[config.mk]
export PLATFORM = sky130hd
export DESIGN_NAME = pce_front
export DESIGN_NICKNAME = d
export VERILOG_FILES = /design/src/rtl/pce_pkg.sv /design/src/rtl/pce_front.sv
export SDC_FILE = /design/constraint.sdc
export NUM_CORES = 1
export LEC_CHECK = 0
export BUFFER_PORTS_ARGS = -buffer_cell sky130_fd_sc_hd__clkbuf_2
export CAP_MARGIN = 20
export CORE_UTILIZATION = 25
export DETAILED_ROUTE_END_ITERATION = 12
export SLEW_MARGIN = 20
export SYNTH_ARGS = -nofsm -noshare
export SYNTH_HDL_FRONTEND = slang
export SYNTH_SLANG_ARGS = --single-unit
[constraint.sdc]
create_clock -name clk_i -period 2.7 [get_ports clk_i]
set_clock_uncertainty 0.1 [all_clocks]
set_input_delay 0.54 -clock clk_i [delete_from_list [all_inputs] [get_ports clk_i]]
set_output_delay 0.54 -clock clk_i [all_outputs]
set_load 0.01 [all_outputs]
[src/rtl/pce_pkg.sv]
// Shared types and constants of the palette compaction engine.
// Used by every module of the block; has no dependencies.
package pce_pkg;

  localparam int MAX_COLORS = 4096;
  localparam int IDX_W      = $clog2(MAX_COLORS);
  localparam int CNT_W      = IDX_W + 1;
  localparam int CFG_W      = 13;
  localparam int KIND_W     = 3;
  localparam int COMP_W     = 8;
  localparam int RGB_W      = 3 * COMP_W;
  localparam int STATUS_W   = 2;

  localparam int MARK_W     = 16;
  localparam int MARK_ROWS  = MAX_COLORS / MARK_W;
  localparam int ROW_W      = $clog2(MARK_ROWS);
  localparam int BIT_W      = $clog2(MARK_W);

  localparam int QDEPTH     = 2;
  localparam int QPTR_W     = $clog2(QDEPTH);

  localparam int S_FIELDS_W = IDX_W + RGB_W;
  localparam int S_DATA_W   = ((S_FIELDS_W + 7) / 8) * 8;
  localparam int M_FIELDS_W = IDX_W + RGB_W + CNT_W + STATUS_W;
  localparam int M_DATA_W   = ((M_FIELDS_W + 7) / 8) * 8;

  typedef enum logic [KIND_W-1:0] {
    OP_WRITE  = 3'd0,
    OP_SCAN   = 3'd1,
    OP_FINISH = 3'd2,
    OP_REMAP  = 3'd3,
    OP_READ   = 3'd4,
    OP_START  = 3'd5,
    OP_NOP    = 3'd6
  } op_e;

  typedef enum logic [STATUS_W-1:0] {
    ST_OK    = 2'd0,
    ST_SKIP  = 2'd1,
    ST_FULL  = 2'd2,
    ST_RANGE = 2'd3
  } status_e;

  typedef struct packed {
    op_e               op;
    logic              in_range;
    logic [IDX_W-1:0]  idx;
    logic [COMP_W-1:0] red;
    logic [COMP_W-1:0] green;
    logic [COMP_W-1:0] blue;
  } item_t;

  typedef struct packed {
    logic [IDX_W-1:0]  new_index;
    logic [COMP_W-1:0] red;
    logic [COMP_W-1:0] green;
    logic [COMP_W-1:0] blue;
    logic [CNT_W-1:0]  used_count;
    status_e           status;
  } res_t;

endpackage

[src/rtl/pce_front.sv]
// Front end: accepts input transactions, decodes the kind, checks the index
// range and holds decoded items in a two-entry queue. Depends on pce_pkg.
module pce_front (
  input  logic                          clk_i,
  input  logic                          rst_ni,
  input  logic                          s_axis_tvalid_i,
  output logic                          s_axis_tready_o,
  input  logic [pce_pkg::S_DATA_W-1:0]  s_axis_tdata_i,
  input  logic [pce_pkg::KIND_W-1:0]    s_axis_tuser_i,
  input  logic [pce_pkg::CNT_W-1:0]     eff_size_i,
  input  logic                          busy_i,
  input  logic                          pop_i,
  output logic                          item_valid_o,
  output pce_pkg::item_t                item_o
);

  pce_pkg::item_t                item_d;
  pce_pkg::item_t                q_mem_q [pce_pkg::QDEPTH];
  logic [pce_pkg::QPTR_W-1:0]    wr_ptr_q, wr_ptr_d;
  logic [pce_pkg::QPTR_W-1:0]    rd_ptr_q, rd_ptr_d;
  logic [pce_pkg::QPTR_W:0]      cnt_q, cnt_d;
  logic                          push;

  always_comb begin
    item_d.idx   = s_axis_tdata_i[pce_pkg::IDX_W-1:0];
    item_d.red   = s_axis_tdata_i[pce_pkg::IDX_W +: pce_pkg::COMP_W];
    item_d.green = s_axis_tdata_i[pce_pkg::IDX_W + pce_pkg::COMP_W +: pce_pkg::COMP_W];
    item_d.blue  = s_axis_tdata_i[pce_pkg::IDX_W + 2 * pce_pkg::COMP_W +: pce_pkg::COMP_W];
    item_d.in_range = ({1'b0, item_d.idx} < eff_size_i);
    case (s_axis_tuser_i)
      pce_pkg::OP_WRITE:  item_d.op = pce_pkg::OP_WRITE;
      pce_pkg::OP_SCAN:   item_d.op = pce_pkg::OP_SCAN;
      pce_pkg::OP_FINISH: item_d.op = pce_pkg::OP_FINISH;
      pce_pkg::OP_REMAP:  item_d.op = pce_pkg::OP_REMAP;
      pce_pkg::OP_READ:   item_d.op = pce_pkg::OP_READ;
      pce_pkg::OP_START:  item_d.op = pce_pkg::OP_START;
      default:            item_d.op = pce_pkg::OP_NOP;
    endcase
  end

  assign s_axis_tready_o = (cnt_q != (pce_pkg::QPTR_W+1)'(pce_pkg::QDEPTH)) && !busy_i;
  assign push            = s_axis_tvalid_i && s_axis_tready_o;
  assign item_valid_o    = (cnt_q != '0);
  assign item_o          = q_mem_q[rd_ptr_q];

  always_comb begin
    wr_ptr_d = push  ? wr_ptr_q + 1'b1 : wr_ptr_q;
    rd_ptr_d = pop_i ? rd_ptr_q + 1'b1 : rd_ptr_q;
    cnt_d    = cnt_q;
    if (push && !pop_i) begin
      cnt_d = cnt_q + 1'b1;
    end else if (!push && pop_i) begin
      cnt_d = cnt_q - 1'b1;
    end
  end

  always_ff @(posedge clk_i or negedge rst_ni) begin
    if (!rst_ni) begin
      wr_ptr_q <= '0;
      rd_ptr_q <= '0;
      cnt_q    <= '0;
    end else begin
      wr_ptr_q <= wr_ptr_d;
      rd_ptr_q <= rd_ptr_d;
      cnt_q    <= cnt_d;
    end
  end

  always_ff @(posedge clk_i) begin
    if (push) begin
      q_mem_q[wr_ptr_q] <= item_d;
    end
  end

endmodule

Word-level counts from Yosys, hierarchy flattened
Memories as Yosys holds them, arrays and structs flattened.
Index checks and enable logic that the tools add are counted.
{ "totals": {"wordCells": 30, "memories": 1, "ramBits": 80, "input_bits": 61, "output_inout_bits": 42, "ff_bits": 4} }
{ "mem_list": {"columns": ["memory", "depth", "width", "read_ports", "rd_clocked_by_memory_dff", "wr", "line_no", "text"], "rows": [
  ["q_mem_q", 2, 40, 1, 0, 1, "pce_front.sv:18", "pce_pkg::item_t q_mem_q [pce_pkg::QDEPTH];"]
]} }
{ "classes": {"n_reduce_logical": 10, "addsub": 4, "muxes": 5, "n_eq_ne": 6, "n_lt_le_gt_ge": 1} }
{ "ops": {"columns": ["operator", "count"], "rows": [
  ["$pmux 3 s6", 1],
  ["$lt 12x13->1", 1],
  ["$eq 3x2->1 const B", 2],
  ["$eq 3x3->1 const B", 2],
  ["$logic_and 1x1->1", 4],
  ["$mux 2", 2],
  ["$reduce_bool 2->1", 2],
  ["$eq 3x1->1 const B", 1],
  ["$logic_not 1->1", 3],
  ["$logic_not 3->1", 1],
  ["$add 1x1->1 const B", 2],
  ["$add 2x1->2 const B", 1],
  ["$mux 1", 2],
  ["$ne 2x2->1 const B", 1],
  ["$sub 2x1->2 const B", 1]
]} }

Logic depth before layout (Yosys ltp)
{ "logic_depth": {"word_depth": 7, "depth_mapped": 8, "ltp_nobuf": 8} }

Worst setup path after synthesis
No wires, ideal clock.
{ "synth_timing": {"path_kind": "input-to-reg", "from": "in busy_i", "to": "mem q_mem_q[0][0] in the netlist's numbering (enable)", "path_stages": 3, "required_time_ns": 2.163, "setup_ns": 0.437, "path_buffers": 0, "slack_ns": -0.332, "arrival_time_ns": 2.495, "cell_sequence": "a21oi_4 nand2_4 nor2_1"} }
{ "synth_between": {"elab_chain_len": 5} }
{ "synth_lines": {"columns": ["item", "line_no", "text"], "rows": [
  ["start: declaration", "pce_front.sv:11", "input logic busy_i,"],
  ["$logic_not 1->1", "pce_front.sv:41", "assign s_axis_tready_o = (cnt_q != (pce_pkg::QPTR_W+1)'(pce_pkg::QDEPTH)) && !busy_i;"],
  ["$logic_and 1x1->1", "pce_front.sv:41", null],
  ["$logic_and 1x1->1", "pce_front.sv:42", "assign push = s_axis_tvalid_i && s_axis_tready_o;"],
  ["$mux 1", "pce_front.sv:70", "if (push) begin"],
  ["$mux 1 (implied by the code)", "pce_front.sv:71", "q_mem_q[wr_ptr_q] <= item_d;"],
  ["end: declaration", "pce_front.sv:18", null]
]} }
No other way between the ends.

==> reports/qor.yml <==
route:
  drtAntennaViolNets: 0
  vias_per_cell: 3.923
  first_iter_violations: 75
  num_vias: 1875
  post_drt_wl_per_cell_um: 13.31
  wirelength_um: 6362
  first_pass_iters: 4
  drc: 0
floorplan:
  coreArea_mm2: 0.01399
  die_w_um: 122.1
  start_util_pct: 25.76
  io_pins: 103
  fp-row-count: 43
  fp.dieArea_mm2: 0.01490
  die_h_um: 122.1
layout:
  drive_above_1_share_pct: 54.70
  fillers: 1406
  fin_area_mm2: 0.004557
  layout.cells.most_common_list: "clkbuf_2 (98), edfxtp_1 (80), mux2_4 (39), inv_1 (13), ha_1 (12)"
  final_common_cell: "clkbuf_2"
  area_delta_synth_final_pct: 26.46
  antennaDiodeCount: 0
  fin_nets: 366
timing:
  rsz0062_at_grt: "false"
  finalHoldViolCount: 0
  fmax_ghz: 0.4586
  tightestPinTransition_ns: 0.3428
  drv_slew: 0
  fin_crit_sh_pct: 80.77
  setup_viol: 0
  slew_headroom_pct: 77.15
  hold_ws_ns: 0.2876
  setup_ws_ns: 0.5192
  fin_crit_ns: 2.181
  fin_setup_tns_ns: 0
power_and_ir_drop:
  p_clk_share_pct: 26.7
  p_int_w: 0.002914
  p_per_area_mw_per_mm2: 891.8
  p_comb_share_pct: 31.4
  netSwitchingPower_w: 0.001150
  ir_drop_mv: 0.4161
  cellLeakagePower_nw: 1.924
  sw_frac_of_total_pct: 28.30
  seq_power_share_pct: 42.0
clock_network:
  clk_pin_slew_ns: 0.06
  cts_buffers: 9
  worstSkewPairLatency_ns: 0.33
  cts_tree: "yes"
  clock_sinks: 84
  root_buffer: "clkbuf_16"
  clock_path_buffers: 2
  cts_setup_buffers: 0
  htree_levels: 3
setup_path:
  required_ns: 2.06
  r2r_cells: 5
  cp_cell_sequence: "buf_12 > mux2_2 > clkbuf_2"
  path_class: "flip-flop to output pin"
  cp.depth: 3
  cpPeakStageDelay_ns: 0.38
  path_max_fanout: 41
  crit_end: "item_o[39]"
  startpoint: "rd_ptr_q"
  cp-start-kind: "flip-flop"
  path_buf_inv: 2
  slowest_stage: "mux2_2"
  arrival_ns: 1.54
  r2r_slack_ns: 1.05
  cp-end-kind: "output pin"
  rr_endpoint: "q_mem_q[0][16]"
  cp_top_family: "buffers and inverters"
  r2r-start: "cnt_q[0]"
placement:
  place_ws_ns: 0.7831
  dp_hpwl_um: 4416
  placed_cell_area_mm2: 0.004285
  portBuffers: 98
  gp_congestion: 0.6414
worst_hold_path:
  worstHoldStart: "s_axis_tdata_i[16]"
  min_path_type: "input pin to flip-flop"
logic_synthesis:
  synth-compound-area-share_pct: 2.465
  synthAdderAreaFrac_pct: 4.167
  synth_xor_xnor_area_share_pct: 1.424
  yosys-top-cells-area: "edfxtp_1 (67%), mux2_4 (16%), ha_1 (4.2%), dfrtp_1 (2.8%), buf_12 (2.2%)"
  async_flop_share_pct: 4.762
  synth_area_mm2: 0.003603
  synth.ff_latch_count: 84
  synth_top_cell_area_share_pct: 66.67
  synth_cells: 186
  ys_seq_area_share_pct: 69.44
  synth.distinct_cells: 29
  synth_ff_type: "edfxtp_1"
  ys_warn_count: 0
  synth_edf_count: 80
  synth.avg_cell_area_um2: 19.37
  syn-num-nets: 259
  synth_top_family_by_area: "multiplexers"
  netlist.top_cell.by_area: "edfxtp_1"
  synth_simple_gate_area_share_pct: 1.736
  synthMuxAreaShare_pct: 16.56
grt:
  antenna_found_initial: 0
  overflow: 0
  grt_pass1_vias: 1953
  grt_util_all_layers_pct: 9.384
  grt_first_pass_wirelength_um: 9929
  grt_max_degree: 42
status:
  outcome: "finished, final reports clean"
flow_run:
  max_cap_viol_count: 0
[how the worst min path moves through the flow]
stage / endpoint / depth (start not counted) / slack [ns]
5_1_grt: q_mem_q[1][22] / 1 / 0.27
4_1_cts: q_mem_q[1][20] / 1 / 0.27
6_report: q_mem_q[1][20] / 1 / 0.29
3_3_place_gp: cnt_q[1] / 1 / 0.25
3_5_place_dp: cnt_q[1] / 1 / 0.25
2_1_floorplan: cnt_q[0] / 0 / 0.14
[repair_timing]
action / 4_1_cts / 5_1_grt
hold buffers: 1 / 0
gates resized for setup: 0 / 0
endpoints found under the hold margin: 4 / 0
[state kept, by name (all words and copies together) (netlist names)]
signal and flops:
rd_ptr_q 1, cnt_q 2, q_mem_q 80, wr_ptr_q 1
[cell type report]
cell class | count | area (µm²) | area share, %
clock inverter | 5 | 28.78 | 0.6315
inverter | 14 | 52.55 | 1.153
timing repair buffer | 103 | 555.5 | 12.19
sequential | 84 | 2504 | 54.94
multi-input combinational | 81 | 958.4 | 21.03
tap | 180 | 225.2 | 4.942
clock buffer | 11 | 232.7 | 5.107
[per-stage QoR]
step	total power (W)	util [%]	cells
floorplan	0.002717	-	186
global route	0.004306	32.58	478
CTS	0.004160	32.58	478
global placement	0.003026	30.64	461
detailed placement	0.003050	30.64	461
finish	0.004064	32.58	478
[cell usage after synthesis, types with 2 or more instances]
cell       n
edfxtp_1  80
mux2_4    39
inv_1     13
ha_1      12
a21oi_1    5
buf_12     4
dfrtp_1    4
nand2_1    3
xor2_1     3
a21o_1     2
clkbuf_1   2
nor2_1     2
[layer usage]
metal  GRT usage [%]  share of wire (%)
met4           6.860                3.1
met3           3.605                6.9
met5               0                  0
met1           10.20                 42
met2           14.90                 48
[worst register-to-register path, stage by stage, from the launching register on]
cell	delay (ns)
dfrtp_1	0.44
inv_2	0.07
a21oi_4	0.19
nand2_4	0.09
nor2_4	0.09
buf_4	0.32
[power by group through the flow]
| stage | Combinational (W) | Clock, W | Sequential (W) |
|---|---|---|---|
| after CTS | 0.00132 | 0.00113 | 0.00171 |
| after global placement | 0.00130 | 0 | 0.00172 |
| final | 0.00127 | 0.00108 | 0.00171 |
| after detailed placement | 0.00132 | 0 | 0.00173 |
| after global routing | 0.00139 | 0.00119 | 0.00172 |
| after floorplan | 0.00100 | 0 | 0.00171 |
[cells by family after synthesis]
logic type,after synthesis
and+or+nand+nor,11
adders and majority gates,12
buffers and inverters,21
DFF,84
xor gates and xnor gates,5
muxes,40
AOI/OAI and AO/OA,13
Note: power is estimated with default switching activity, not from simulation.
